--- config.mk ---
export PLATFORM = sky130hd
export DESIGN_NAME = graph_depth_first_traversal_flat
export DESIGN_NICKNAME = d
export VERILOG_FILES = /design/src/gdft_pkg.sv /design/src/gdft_if.sv /design/src/graph_depth_first_traversal.sv /design/src/gdft_adj.sv /design/src/gdft_walk.sv /design/src/flat_wrapper.sv
export SDC_FILE = /design/constraint.sdc
export NUM_CORES = 2
export LEC_CHECK = 0
export BUFFER_PORTS_ARGS = -buffer_cell sky130_fd_sc_hd__buf_2
export CAP_MARGIN = 10
export CORE_ASPECT_RATIO = 1.5
export CORE_MARGIN = 1
export CORE_UTILIZATION = 35
export DETAILED_ROUTE_END_ITERATION = 6
export GPL_TIMING_DRIVEN = 0
export PLACE_DENSITY_LB_ADDON = 0.25
export RECOVER_POWER = 100
export REMOVE_ABC_BUFFERS = 1
export SLEW_MARGIN = 20
export SYNTH_ARGS = -nofsm -noshare
export SYNTH_HDL_FRONTEND = slang
export SYNTH_SLANG_ARGS = --single-unit
--- constraint.sdc ---
create_clock -name clk -period 19.8 [get_ports clk]
set_clock_uncertainty 0.2 [all_clocks]
set_input_delay 0.99 -clock clk [delete_from_list [all_inputs] [get_ports clk]]
set_output_delay 0.99 -clock clk [all_outputs]
set_load 0.01 [all_outputs]
--- src/gdft_pkg.sv ---
`timescale 1ns / 1ps
// ----------------------------------------------------------------------------
// gdft_pkg
// Shared types and constants of the depth-first traversal engine.
// ----------------------------------------------------------------------------
package gdft_pkg;

    localparam int MODE_W           = 2;
    localparam int VTX_W            = 6;
    localparam int CNT_W            = 7;
    localparam int STATUS_W         = 3;
    localparam int MAX_VERTICES_DEF = 64;
    localparam int MAX_DEGREE_DEF   = 8;

    localparam logic [CNT_W-1:0] COUNT_RESET = 7'd64;

    typedef enum logic [MODE_W-1:0] {
        MODE_ADD   = 2'd0,
        MODE_RUN   = 2'd1,
        MODE_CLEAR = 2'd2
    } mode_t;

    typedef enum logic [STATUS_W-1:0] {
        ST_VISITED = 3'd0,
        ST_STORED  = 3'd1,
        ST_FULL    = 3'd2,
        ST_RANGE   = 3'd3,
        ST_CLEARED = 3'd4
    } status_t;

    typedef enum logic [3:0] {
        S_IDLE,
        S_EDGE,
        S_CLR,
        S_VCLR,
        S_SEL,
        S_SELCHK,
        S_TOP,
        S_TOPW,
        S_DEG,
        S_SCAN,
        S_NB,
        S_VIS,
        S_NEXT,
        S_FIN
    } state_t;

    typedef struct packed {
        logic deg_we;
        logic nb_we;
    } adj_ctl_t;

    typedef struct packed {
        logic vis_we;
        logic vis_wdata;
        logic push;
        logic pop;
    } walk_ctl_t;

endpackage

--- src/gdft_if.sv ---
`timescale 1ns / 1ps
// ----------------------------------------------------------------------------
// gdft_req_if / gdft_rsp_if
// Valid/ready channels for requests and results of the traversal engine.
// ----------------------------------------------------------------------------
interface gdft_req_if
    import gdft_pkg::*;
();
    logic              valid;
    logic              ready;
    logic [MODE_W-1:0] mode;
    logic [VTX_W-1:0]  source_vertex;
    logic [VTX_W-1:0]  target_vertex;

    modport source (output valid, output mode, output source_vertex,
                    output target_vertex, input ready);
    modport sink (input valid, input mode, input source_vertex,
                  input target_vertex, output ready);
endinterface

interface gdft_rsp_if
    import gdft_pkg::*;
();
    logic                valid;
    logic                ready;
    logic [STATUS_W-1:0] status;
    logic [VTX_W-1:0]    visited_vertex;
    logic                component_end;
    logic                last_result;

    modport source (output valid, output status, output visited_vertex,
                    output component_end, output last_result, input ready);
    modport sink (input valid, input status, input visited_vertex,
                  input component_end, input last_result, output ready);
endinterface

--- src/graph_depth_first_traversal.sv ---
`timescale 1ns / 1ps
// ----------------------------------------------------------------------------
// graph_depth_first_traversal
// Loads a directed adjacency list and walks it depth first, vertex by vertex.
// ----------------------------------------------------------------------------
// Requests enter on req (valid/ready), results leave on rsp (valid/ready);
// cfg_we/cfg_wdata set vertex_count; the user must write it only while the
// engine is idle, which the block itself does not enforce.
// Add edge: one result, loaded from the edge state once the result register
//   is free; a new request is taken only after the engine is back in idle.
// Clear: sweeps every entry of the list-length table, then one result.
// Run: clears the visited map over n entries (n = effective vertex count),
//   then walks from each start vertex, scanning lists entry by entry; one
//   result per vertex. The single-port tables and this scan set the pace.
// A request is taken only while idle. One result is held back during a run
// so component_end and last_result can be marked on it.
// After reset the engine sweeps the list-length table with ready low;
// configuration writes are taken meanwhile.
// A stalled receiver freezes the engine at its next result; nothing is lost.
// ----------------------------------------------------------------------------
module graph_depth_first_traversal
    import gdft_pkg::*;
#(
    parameter int MAX_VERTICES = MAX_VERTICES_DEF,
    parameter int MAX_DEGREE   = MAX_DEGREE_DEF
) (
    input  logic              clk,
    input  logic              rst_n,
    input  logic              cfg_we,
    input  logic [CNT_W-1:0]  cfg_wdata,
    gdft_req_if.sink          req,
    gdft_rsp_if.source        rsp
);

    localparam int VW = $clog2(MAX_VERTICES);
    localparam int CW = $clog2(MAX_VERTICES + 1);
    localparam int DW = $clog2(MAX_DEGREE + 1);
    localparam int SW = (MAX_DEGREE > 1) ? $clog2(MAX_DEGREE) : 1;
    localparam int NW = (CW > CNT_W) ? CW : CNT_W;

    state_t           state_reg, state_next;
    logic [CNT_W-1:0] vc_reg;
    logic [VW-1:0]    clr_cnt_reg, clr_cnt_next;
    logic             clr_cmd_reg, clr_cmd_next;
    logic [VTX_W-1:0] src_reg, src_next;
    logic [VTX_W-1:0] dst_reg, dst_next;
    logic [VW-1:0]    start_reg, start_next;
    logic [VW-1:0]    top_reg, top_next;
    logic [DW-1:0]    deg_reg, deg_next;
    logic [DW-1:0]    j_reg, j_next;
    logic [VW-1:0]    nb_reg, nb_next;
    logic             pend_valid_reg, pend_valid_next;
    logic [VW-1:0]    pend_vertex_reg, pend_vertex_next;
    logic             pend_comp_reg, pend_comp_next;

    logic             out_valid_reg, out_valid_next;
    status_t          out_status_reg, out_status_next;
    logic [VW-1:0]    out_vertex_reg, out_vertex_next;
    logic             out_comp_reg, out_comp_next;
    logic             out_last_reg, out_last_next;
    logic             out_load;
    logic             out_free;
    logic             visit_ok;

    logic [CW-1:0]    n_eff;
    logic             src_ok;
    logic             dst_ok;

    adj_ctl_t         adj_ctl;
    logic [VW-1:0]    deg_addr;
    logic [DW-1:0]    deg_wdata;
    logic [DW-1:0]    deg_rdata;
    logic [VW-1:0]    nb_vertex;
    logic [SW-1:0]    nb_slot;
    logic [VW-1:0]    nb_wdata;
    logic [VW-1:0]    nb_rdata;

    walk_ctl_t        walk_ctl;
    logic [VW-1:0]    vis_addr;
    logic             vis_rdata;
    logic [VW-1:0]    stk_wdata;
    logic [VW-1:0]    stk_rdata;
    logic [CW-1:0]    stk_depth;

    gdft_adj #(
        .MAX_VERTICES (MAX_VERTICES),
        .MAX_DEGREE   (MAX_DEGREE)
    ) u_adj (
        .clk       (clk),
        .ctl       (adj_ctl),
        .deg_addr  (deg_addr),
        .deg_wdata (deg_wdata),
        .deg_rdata (deg_rdata),
        .nb_vertex (nb_vertex),
        .nb_slot   (nb_slot),
        .nb_wdata  (nb_wdata),
        .nb_rdata  (nb_rdata)
    );

    gdft_walk #(
        .MAX_VERTICES (MAX_VERTICES)
    ) u_walk (
        .clk       (clk),
        .rst_n     (rst_n),
        .ctl       (walk_ctl),
        .vis_addr  (vis_addr),
        .vis_rdata (vis_rdata),
        .stk_wdata (stk_wdata),
        .stk_rdata (stk_rdata),
        .stk_depth (stk_depth)
    );

    // count 0 acts as 1, counts above MAX_VERTICES saturate
    always_comb
    begin
        if (vc_reg == '0)
        begin
            n_eff = CW'(1);
        end
        else if (NW'(vc_reg) > NW'(MAX_VERTICES))
        begin
            n_eff = CW'(MAX_VERTICES);
        end
        else
        begin
            n_eff = CW'(vc_reg);
        end
    end

    assign src_ok   = NW'(src_reg) < NW'(n_eff);
    assign dst_ok   = NW'(dst_reg) < NW'(n_eff);
    assign out_free = !out_valid_reg || rsp.ready;
    assign visit_ok = !pend_valid_reg || out_free;

    assign req.ready          = (state_reg == S_IDLE);
    assign rsp.valid          = out_valid_reg;
    assign rsp.status         = out_status_reg;
    assign rsp.visited_vertex = VTX_W'(out_vertex_reg);
    assign rsp.component_end  = out_comp_reg;
    assign rsp.last_result    = out_last_reg;

    always_comb
    begin
        state_next       = state_reg;
        clr_cnt_next     = clr_cnt_reg;
        clr_cmd_next     = clr_cmd_reg;
        src_next         = src_reg;
        dst_next         = dst_reg;
        start_next       = start_reg;
        top_next         = top_reg;
        deg_next         = deg_reg;
        j_next           = j_reg;
        nb_next          = nb_reg;
        pend_valid_next  = pend_valid_reg;
        pend_vertex_next = pend_vertex_reg;
        pend_comp_next   = pend_comp_reg;

        out_load         = 1'b0;
        out_status_next  = ST_VISITED;
        out_vertex_next  = '0;
        out_comp_next    = 1'b0;
        out_last_next    = 1'b0;

        adj_ctl          = '0;
        walk_ctl         = '0;
        deg_addr         = top_reg;
        deg_wdata        = '0;
        nb_vertex        = top_reg;
        nb_slot          = SW'(j_reg);
        nb_wdata         = VW'(dst_reg);
        vis_addr         = nb_reg;
        stk_wdata        = nb_reg;

        unique case (state_reg)
            S_IDLE:
            begin
                deg_addr = VW'(req.source_vertex);
                if (req.valid)
                begin
                    src_next     = req.source_vertex;
                    dst_next     = req.target_vertex;
                    clr_cnt_next = '0;
                    case (mode_t'(req.mode))
                        MODE_ADD:   state_next = S_EDGE;
                        MODE_RUN:   state_next = S_VCLR;
                        MODE_CLEAR:
                        begin
                            clr_cmd_next = 1'b1;
                            state_next   = S_CLR;
                        end
                        default:    state_next = S_IDLE;
                    endcase
                end
            end

            S_EDGE:
            begin
                deg_addr  = VW'(src_reg);
                deg_wdata = deg_rdata + DW'(1);
                nb_vertex = VW'(src_reg);
                nb_slot   = SW'(deg_rdata);
                if (out_free)
                begin
                    out_load      = 1'b1;
                    out_last_next = 1'b1;
                    if (!src_ok || !dst_ok)
                    begin
                        out_status_next = ST_RANGE;
                    end
                    else if (deg_rdata >= DW'(MAX_DEGREE))
                    begin
                        out_status_next = ST_FULL;
                    end
                    else
                    begin
                        out_status_next = ST_STORED;
                        adj_ctl.deg_we  = 1'b1;
                        adj_ctl.nb_we   = 1'b1;
                    end
                    state_next = S_IDLE;
                end
            end

            S_CLR:
            begin
                deg_addr       = clr_cnt_reg;
                adj_ctl.deg_we = 1'b1;
                if (clr_cnt_reg == VW'(MAX_VERTICES - 1))
                begin
                    if (!clr_cmd_reg)
                    begin
                        state_next = S_IDLE;
                    end
                    else if (out_free)
                    begin
                        out_load        = 1'b1;
                        out_status_next = ST_CLEARED;
                        out_last_next   = 1'b1;
                        clr_cmd_next    = 1'b0;
                        state_next      = S_IDLE;
                    end
                end
                else
                begin
                    clr_cnt_next = clr_cnt_reg + VW'(1);
                end
            end

            S_VCLR:
            begin
                vis_addr        = clr_cnt_reg;
                walk_ctl.vis_we = 1'b1;
                if (CW'(clr_cnt_reg) + CW'(1) == n_eff)
                begin
                    start_next = '0;
                    state_next = S_SEL;
                end
                else
                begin
                    clr_cnt_next = clr_cnt_reg + VW'(1);
                end
            end

            S_SEL:
            begin
                vis_addr   = start_reg;
                state_next = S_SELCHK;
            end

            S_SELCHK:
            begin
                vis_addr  = start_reg;
                stk_wdata = start_reg;
                if (vis_rdata)
                begin
                    state_next = S_NEXT;
                end
                else if (visit_ok)
                begin
                    if (pend_valid_reg)
                    begin
                        out_load        = 1'b1;
                        out_vertex_next = pend_vertex_reg;
                        out_comp_next   = pend_comp_reg;
                    end
                    pend_valid_next    = 1'b1;
                    pend_vertex_next   = start_reg;
                    pend_comp_next     = 1'b0;
                    walk_ctl.vis_we    = 1'b1;
                    walk_ctl.vis_wdata = 1'b1;
                    walk_ctl.push      = 1'b1;
                    state_next         = S_TOP;
                end
            end

            S_TOP:
            begin
                state_next = S_TOPW;
            end

            S_TOPW:
            begin
                deg_addr   = stk_rdata;
                top_next   = stk_rdata;
                state_next = S_DEG;
            end

            S_DEG:
            begin
                deg_next   = deg_rdata;
                j_next     = '0;
                state_next = S_SCAN;
            end

            S_SCAN:
            begin
                if (j_reg < deg_reg)
                begin
                    state_next = S_NB;
                end
                else
                begin
                    walk_ctl.pop = 1'b1;
                    if (stk_depth == CW'(1))
                    begin
                        pend_comp_next = 1'b1;
                        state_next     = S_NEXT;
                    end
                    else
                    begin
                        state_next = S_TOP;
                    end
                end
            end

            S_NB:
            begin
                vis_addr = nb_rdata;
                nb_next  = nb_rdata;
                if (CW'(nb_rdata) < n_eff)
                begin
                    state_next = S_VIS;
                end
                else
                begin
                    j_next     = j_reg + DW'(1);
                    state_next = S_SCAN;
                end
            end

            S_VIS:
            begin
                if (vis_rdata)
                begin
                    j_next     = j_reg + DW'(1);
                    state_next = S_SCAN;
                end
                else if (visit_ok)
                begin
                    if (pend_valid_reg)
                    begin
                        out_load        = 1'b1;
                        out_vertex_next = pend_vertex_reg;
                        out_comp_next   = pend_comp_reg;
                    end
                    pend_valid_next    = 1'b1;
                    pend_vertex_next   = nb_reg;
                    pend_comp_next     = 1'b0;
                    walk_ctl.vis_we    = 1'b1;
                    walk_ctl.vis_wdata = 1'b1;
                    walk_ctl.push      = 1'b1;
                    state_next         = S_TOP;
                end
            end

            S_NEXT:
            begin
                if (CW'(start_reg) + CW'(1) == n_eff)
                begin
                    state_next = S_FIN;
                end
                else
                begin
                    start_next = start_reg + VW'(1);
                    state_next = S_SEL;
                end
            end

            S_FIN:
            begin
                if (out_free)
                begin
                    out_load        = 1'b1;
                    out_vertex_next = pend_vertex_reg;
                    out_comp_next   = pend_comp_reg;
                    out_last_next   = 1'b1;
                    pend_valid_next = 1'b0;
                    state_next      = S_IDLE;
                end
            end

            default:
            begin
                state_next = S_IDLE;
            end
        endcase
    end

    always_comb
    begin
        out_valid_next = out_valid_reg;
        if (out_load)
        begin
            out_valid_next = 1'b1;
        end
        else if (rsp.ready)
        begin
            out_valid_next = 1'b0;
        end
    end

    always_ff @(posedge clk or negedge rst_n)
    begin
        if (!rst_n)
        begin
            state_reg      <= S_CLR;
            vc_reg         <= COUNT_RESET;
            clr_cnt_reg    <= '0;
            clr_cmd_reg    <= 1'b0;
            pend_valid_reg <= 1'b0;
            out_valid_reg  <= 1'b0;
        end
        else
        begin
            state_reg      <= state_next;
            clr_cnt_reg    <= clr_cnt_next;
            clr_cmd_reg    <= clr_cmd_next;
            pend_valid_reg <= pend_valid_next;
            out_valid_reg  <= out_valid_next;
            if (cfg_we)
            begin
                vc_reg <= cfg_wdata;
            end
        end
    end

    always_ff @(posedge clk)
    begin
        src_reg         <= src_next;
        dst_reg         <= dst_next;
        start_reg       <= start_next;
        top_reg         <= top_next;
        deg_reg         <= deg_next;
        j_reg           <= j_next;
        nb_reg          <= nb_next;
        pend_vertex_reg <= pend_vertex_next;
        pend_comp_reg   <= pend_comp_next;
        if (out_load)
        begin
            out_status_reg <= out_status_next;
            out_vertex_reg <= out_vertex_next;
            out_comp_reg   <= out_comp_next;
            out_last_reg   <= out_last_next;
        end
    end

`ifndef SYNTHESIS
    a_no_overwrite: assert property (@(posedge clk) disable iff (!rst_n)
        (out_valid_reg && !rsp.ready) |-> !out_load)
        else $error("result register overwritten while stalled");

    a_stack_bound: assert property (@(posedge clk) disable iff (!rst_n)
        stk_depth <= n_eff)
        else $error("walk stack deeper than vertex count");

    a_stack_empty_at_end: assert property (@(posedge clk) disable iff (!rst_n)
        (state_reg == S_FIN) |-> (stk_depth == '0))
        else $error("walk stack not empty at end of run");

    a_idle_after_last: assert property (@(posedge clk) disable iff (!rst_n)
        (out_load && out_last_next) |=> (state_reg == S_IDLE))
        else $error("engine busy after final result");
`endif

endmodule

--- src/gdft_adj.sv ---
`timescale 1ns / 1ps
// ----------------------------------------------------------------------------
// gdft_adj
// Adjacency store: per-vertex list length and the neighbour table.
// ----------------------------------------------------------------------------
module gdft_adj
    import gdft_pkg::*;
#(
    parameter int MAX_VERTICES = MAX_VERTICES_DEF,
    parameter int MAX_DEGREE   = MAX_DEGREE_DEF
) (
    input  logic                            clk,
    input  adj_ctl_t                        ctl,
    input  logic [$clog2(MAX_VERTICES)-1:0] deg_addr,
    input  logic [$clog2(MAX_DEGREE+1)-1:0] deg_wdata,
    output logic [$clog2(MAX_DEGREE+1)-1:0] deg_rdata,
    input  logic [$clog2(MAX_VERTICES)-1:0] nb_vertex,
    input  logic [((MAX_DEGREE > 1) ? $clog2(MAX_DEGREE) : 1)-1:0] nb_slot,
    input  logic [$clog2(MAX_VERTICES)-1:0] nb_wdata,
    output logic [$clog2(MAX_VERTICES)-1:0] nb_rdata
);

    localparam int VW    = $clog2(MAX_VERTICES);
    localparam int DW    = $clog2(MAX_DEGREE + 1);
    localparam int DEPTH = MAX_VERTICES * MAX_DEGREE;
    localparam int AW    = $clog2(DEPTH);

    logic [DW-1:0] deg_mem [MAX_VERTICES];
    logic [VW-1:0] nb_mem  [DEPTH];
    logic [DW-1:0] deg_rdata_reg;
    logic [VW-1:0] nb_rdata_reg;
    logic [AW-1:0] nb_addr;

    // row-major: vertex * MAX_DEGREE + slot
    assign nb_addr = AW'(AW'(nb_vertex) * AW'(MAX_DEGREE) + AW'(nb_slot));

    always_ff @(posedge clk)
    begin
        if (ctl.deg_we)
        begin
            deg_mem[deg_addr] <= deg_wdata;
        end
        deg_rdata_reg <= deg_mem[deg_addr];
    end

    always_ff @(posedge clk)
    begin
        if (ctl.nb_we)
        begin
            nb_mem[nb_addr] <= nb_wdata;
        end
        nb_rdata_reg <= nb_mem[nb_addr];
    end

    assign deg_rdata = deg_rdata_reg;
    assign nb_rdata  = nb_rdata_reg;

endmodule

--- src/gdft_walk.sv ---
`timescale 1ns / 1ps
// ----------------------------------------------------------------------------
// gdft_walk
// Walk state: visited map and the vertex stack with its depth pointer.
// ----------------------------------------------------------------------------
module gdft_walk
    import gdft_pkg::*;
#(
    parameter int MAX_VERTICES = MAX_VERTICES_DEF
) (
    input  logic                              clk,
    input  logic                              rst_n,
    input  walk_ctl_t                         ctl,
    input  logic [$clog2(MAX_VERTICES)-1:0]   vis_addr,
    output logic                              vis_rdata,
    input  logic [$clog2(MAX_VERTICES)-1:0]   stk_wdata,
    output logic [$clog2(MAX_VERTICES)-1:0]   stk_rdata,
    output logic [$clog2(MAX_VERTICES+1)-1:0] stk_depth
);

    localparam int VW = $clog2(MAX_VERTICES);
    localparam int CW = $clog2(MAX_VERTICES + 1);

    logic          vis_mem [MAX_VERTICES];
    logic [VW-1:0] stk_mem [MAX_VERTICES];
    logic          vis_rdata_reg;
    logic [VW-1:0] stk_rdata_reg;
    logic [CW-1:0] depth_reg;
    logic [CW-1:0] depth_next;
    logic [CW-1:0] top_idx;

    assign top_idx = depth_reg - CW'(1);

    always_comb
    begin
        depth_next = depth_reg;
        if (ctl.push)
        begin
            depth_next = depth_reg + CW'(1);
        end
        else if (ctl.pop)
        begin
            depth_next = depth_reg - CW'(1);
        end
    end

    always_ff @(posedge clk or negedge rst_n)
    begin
        if (!rst_n)
        begin
            depth_reg <= '0;
        end
        else
        begin
            depth_reg <= depth_next;
        end
    end

    always_ff @(posedge clk)
    begin
        if (ctl.vis_we)
        begin
            vis_mem[vis_addr] <= ctl.vis_wdata;
        end
        vis_rdata_reg <= vis_mem[vis_addr];
    end

    always_ff @(posedge clk)
    begin
        if (ctl.push)
        begin
            stk_mem[depth_reg[VW-1:0]] <= stk_wdata;
        end
        stk_rdata_reg <= stk_mem[top_idx[VW-1:0]];
    end

    assign vis_rdata = vis_rdata_reg;
    assign stk_rdata = stk_rdata_reg;
    assign stk_depth = depth_reg;

endmodule

--- src/flat_wrapper.sv ---
// flat-port wrapper written by rule: the top's interface ports become plain ports
module graph_depth_first_traversal_flat import gdft_pkg::*;
#(
    parameter int MAX_VERTICES = MAX_VERTICES_DEF,
    parameter int MAX_DEGREE   = MAX_DEGREE_DEF
)
  (clk, rst_n, cfg_we, cfg_wdata, req_valid, req_mode, req_source_vertex, req_target_vertex, req_ready, rsp_valid, rsp_status, rsp_visited_vertex, rsp_component_end, rsp_last_result, rsp_ready);
  gdft_req_if req_i ();
  gdft_rsp_if rsp_i ();
  input  logic clk;
  input  logic rst_n;
  input  logic cfg_we;
  input  logic [CNT_W-1:0] cfg_wdata;
  input wire logic [$bits(req_i.valid)-1:0] req_valid;
  input wire logic [$bits(req_i.mode)-1:0] req_mode;
  input wire logic [$bits(req_i.source_vertex)-1:0] req_source_vertex;
  input wire logic [$bits(req_i.target_vertex)-1:0] req_target_vertex;
  output wire logic [$bits(req_i.ready)-1:0] req_ready;
  output wire logic [$bits(rsp_i.valid)-1:0] rsp_valid;
  output wire logic [$bits(rsp_i.status)-1:0] rsp_status;
  output wire logic [$bits(rsp_i.visited_vertex)-1:0] rsp_visited_vertex;
  output wire logic [$bits(rsp_i.component_end)-1:0] rsp_component_end;
  output wire logic [$bits(rsp_i.last_result)-1:0] rsp_last_result;
  input wire logic [$bits(rsp_i.ready)-1:0] rsp_ready;
  assign req_i.valid = req_valid;
  assign req_i.mode = req_mode;
  assign req_i.source_vertex = req_source_vertex;
  assign req_i.target_vertex = req_target_vertex;
  assign req_ready = req_i.ready;
  assign rsp_valid = rsp_i.valid;
  assign rsp_status = rsp_i.status;
  assign rsp_visited_vertex = rsp_i.visited_vertex;
  assign rsp_component_end = rsp_i.component_end;
  assign rsp_last_result = rsp_i.last_result;
  assign rsp_i.ready = rsp_ready;
  graph_depth_first_traversal #(.MAX_VERTICES(MAX_VERTICES), .MAX_DEGREE(MAX_DEGREE)) u_core (.clk(clk), .rst_n(rst_n), .cfg_we(cfg_we), .cfg_wdata(cfg_wdata), .req(req_i), .rsp(rsp_i));
endmodule
==> impl_metrics.env <==
export IMPL_status="finished, violations left"
export IMPL_violations="capacitance limit, slew limit"
export IMPL_fin_tns_setup_ps=0
export IMPL_whs_path_depth=2
export IMPL_ys_ff_latch=3876
export IMPL_synth_area_leaders="edfxtp_1 (74%), nand2_1 (4.9%), mux4_2 (4.7%)"
export IMPL_yosysMostFrequentCell="edfxtp_1"
export IMPL_die_y_um=817
export IMPL_wl_um=508000
export IMPL_ant_nets=0
export IMPL_synth_compound_area_share_pct=4.88
export IMPL_finalCriticalPeriod_ps=14330
export IMPL_hold_path_endpoint="u_core.vc_reg[3]$_DFFE_PN0P_"
export IMPL_synth_area_um2=155000
export IMPL_die_width_um=545
export IMPL_finalInstanceArea_um2=178000
export IMPL_cp_max_fo=54
export IMPL_layout_drive_gt1_share_pct=11.8
export IMPL_synth_xor_area_share_pct=0.175
export IMPL_required_ps=20250
export IMPL_dieArea_um2=445000
export IMPL_rr_endpoint="u_core.u_adj.nb_rdata[5]$_DFF_P_"
export IMPL_numPortBuffers=38
export IMPL_grt_usage_pct=22.5
export IMPL_ys_warn_count=0
export IMPL_final_hold_viol_count=0
export IMPL_synth_top_area_share_pct=74.3
export IMPL_grt_pass1_wl_um=715000
export IMPL_wl_per_cell_um=30.3
export IMPL_slew_viol_final=1164
export IMPL_cp_end_kind="flip-flop"
export IMPL_finalWeightedCongestion=0.854
export IMPL_htree_levels=5
export IMPL_synth_seq_area_share_pct=75.0
export IMPL_path_class="flip-flop to flip-flop"
export IMPL_dpl_cell_area_um2=170000
export IMPL_synth_edf_count=3832
export IMPL_synth_adder_area_share_pct=0.234
export IMPL_grt_pass1_vias=94200
export IMPL_hp_class="primary input to flip-flop"
export IMPL_rsz0062_at_grt="false"
export IMPL_rr_startpoint="u_core.state_reg[3]$_DFFE_PN0P_"
export IMPL_ys_types=84
export IMPL_cts_tree="done"
export IMPL_arrival_ps=14780
export IMPL_largest_register="u_core.u_adj.nb_mem"
export IMPL_ir_drop_mv=0.111
export IMPL_synth_cells=10300
export IMPL_muxShareOfSynthArea_pct=6.09
export IMPL_grt_max_degree=106
export IMPL_largest_register_ff_count=3072
export IMPL_syn_avg_cell_area_um2=15.0
export IMPL_hpwlAfterDp_um=356000
export IMPL_clock_tree_buffer_depth=4
export IMPL_grt_overflow=0
export IMPL_antenna_found_initial=26
export IMPL_cts_setup_buffers=0
export IMPL_syn2layout_area_growth_pct=14.9
export IMPL_synth_ff_type="edfxtp_1"
export IMPL_dr_pass1_iters=7
export IMPL_p_leak_nw=55.9
export IMPL_synth_async_sr_flop_share_pct=0.697
export IMPL_synthTopCellsByCount="edfxtp_1 (3832), nand2_1 (2028), nand3_1 (712)"
export IMPL_cp_start_kind="flip-flop"
export IMPL_synthSimpleGateAreaFrac_pct=11.5
export IMPL_viasPerCell=5.63
export IMPL_numCtsBuffers=367
export IMPL_postCtsHoldBufs=8
export IMPL_ioPinCount=39
export IMPL_initial_utilization_pct=35.2
export IMPL_min_period_over_period_pct=72.4
export IMPL_via_count=94300
export IMPL_root_buffer="clkbuf_16"
export IMPL_rrSetupSlack_ps=5470
export IMPL_drcViolationCount=0
export IMPL_drv_cap=37
export IMPL_fin_nets=10600
export IMPL_clkSinkCount=3876
export IMPL_insertion_delay_ps=960
export IMPL_yosysTopAreaCell="edfxtp_1"
export IMPL_clk_pin_slew_ps=70
export IMPL_holdWs_ps=70.8
export IMPL_relSlewSlack_pct=-198
export IMPL_worst_pin_slew_ps=4480
export IMPL_core_um2=440000
export IMPL_powerDensity_nw_per_um2=126
export IMPL_drtIter0Drc=9607
export IMPL_reg2regPathDepth=14
export IMPL_timing_fmax_ghz=0.0698
export IMPL_setup_violations=0
export IMPL_synth_top_family_by_area="simple AND/OR/NAND/NOR gates"
export IMPL_min_delay_start="cfg_wdata[3]"
export IMPL_rows=298
export IMPL_cts_resized=0
==> layout make-up <==
class / instances / area, um2
clock inverters: 204 / 1770
inverters: 26 / 97.6
well taps: 5850 / 7320
diodes: 39 / 97.6
repair buffers: 533 / 6770
flip-flops and latches: 3876 / 116000
clock buffers: 454 / 9770
fillers: 39700 / 262000
multi-input cells: 5752 / 36000
==> placed cells by master, fill, tap and decap left out, types with 105 or more instances in the layout <==
cell / netlist / layout
clkbuf_16: 0 / 373
clkbuf_1: 259 / 296
mux4_2: 322 / 322
nand2_1: 2028 / 2018
a31oi_1: 184 / 182
a21oi_1: 208 / 207
nand3_1: 712 / 710
nor2_1: 690 / 678
a32oi_1: 106 / 105
nand4_1: 243 / 243
nor3_1: 209 / 200
edfxtp_1: 3832 / 3832
mux2i_1: 168 / 163
a22oi_1: 149 / 138
buf_16: 0 / 133
==> metrics by stage <==
stage	utilization [%]	instances	total power [W]	setup WS, ps
after floorplan	-	9654	0.0145	-67240
after global placement	36.2	15500	0.0175	-273810
after detailed placement	38.6	16000	0.0160	10640
after CTS	41.2	16700	0.0229	10620
after global routing	40.5	16700	0.0231	5500
final	40.5	16700	0.0225	5470
==> where the power goes <==
group	total, W	leakage, nW	switching (W)	internal (W)
clock	0.00696	5.64	0.00311	0.00385
combinational	0.00581	15.2	0.00389	0.00192
sequential	0.00972	35.1	0.000159	0.00956
==> critical path: stages, from the launching register on <==
cell      delay (ps)
dfrtp_1          880
nor4b_1         1490
clkbuf_1         480
clkbuf_1         470
mux2_1          1460
clkbuf_1        3010
buf_16           360
clkbuf_1        2290
nor2_4           440
clkbuf_1         850
a22o_1           450
a31oi_1          460
o22ai_1          330
nor3_1           220
nand4_1          400
==> kinds of logic (layout without fill, tap and decap cells) <==
| kind of cell | Yosys count | count (layout) |
|---|---|---|
| AND/OR/NAND/NOR | 4095 | 4095 |
| flip-flops | 3876 | 3876 |
| AO/OA/AOI/OAI | 1065 | 1065 |
| buffers and inverters | 704 | 1217 |
| multiplexers | 532 | 532 |
| XOR/XNOR | 31 | 31 |
| adder cells (fa/ha/maj) | 29 | 29 |
| other | 0 | 39 |
==> worst max path at each step <==
stage	start	end	slack, ps	cells after the start
2_1_floorplan	u_core.state_reg[0]$_DFFE_PN0P_	u_core.u_adj.nb_rdata[5]$_DFF_P_	-67240	9
3_3_place_gp	u_core.state_reg[0]$_DFFE_PN0P_	u_core.u_adj.nb_rdata[2]$_DFF_P_	-273810	9
3_5_place_dp	u_core.state_reg[0]$_DFFE_PN0P_	u_core.u_adj.nb_rdata[0]$_DFF_P_	10640	22
4_1_cts	u_core.state_reg[0]$_DFFE_PN0P_	u_core.u_adj.nb_rdata[0]$_DFF_P_	10620	22
5_1_grt	u_core.state_reg[3]$_DFFE_PN0P_	u_core.u_adj.nb_rdata[0]$_DFF_P_	5500	14
6_report	u_core.state_reg[3]$_DFFE_PN0P_	u_core.u_adj.nb_rdata[5]$_DFF_P_	5470	14
==> metal layers <==
metal	wire length, um	vias up	global-route usage [%]	share of wire, %
met5	39	-	0	0.0077
met2	258000	3981	39.3	51
met4	41300	6	15.6	8.1
met1	178000	49000	25.2	35
li1	-	40200	-	-
met3	30300	1102	3.05	6.0
(Power assumes the default switching activity.)
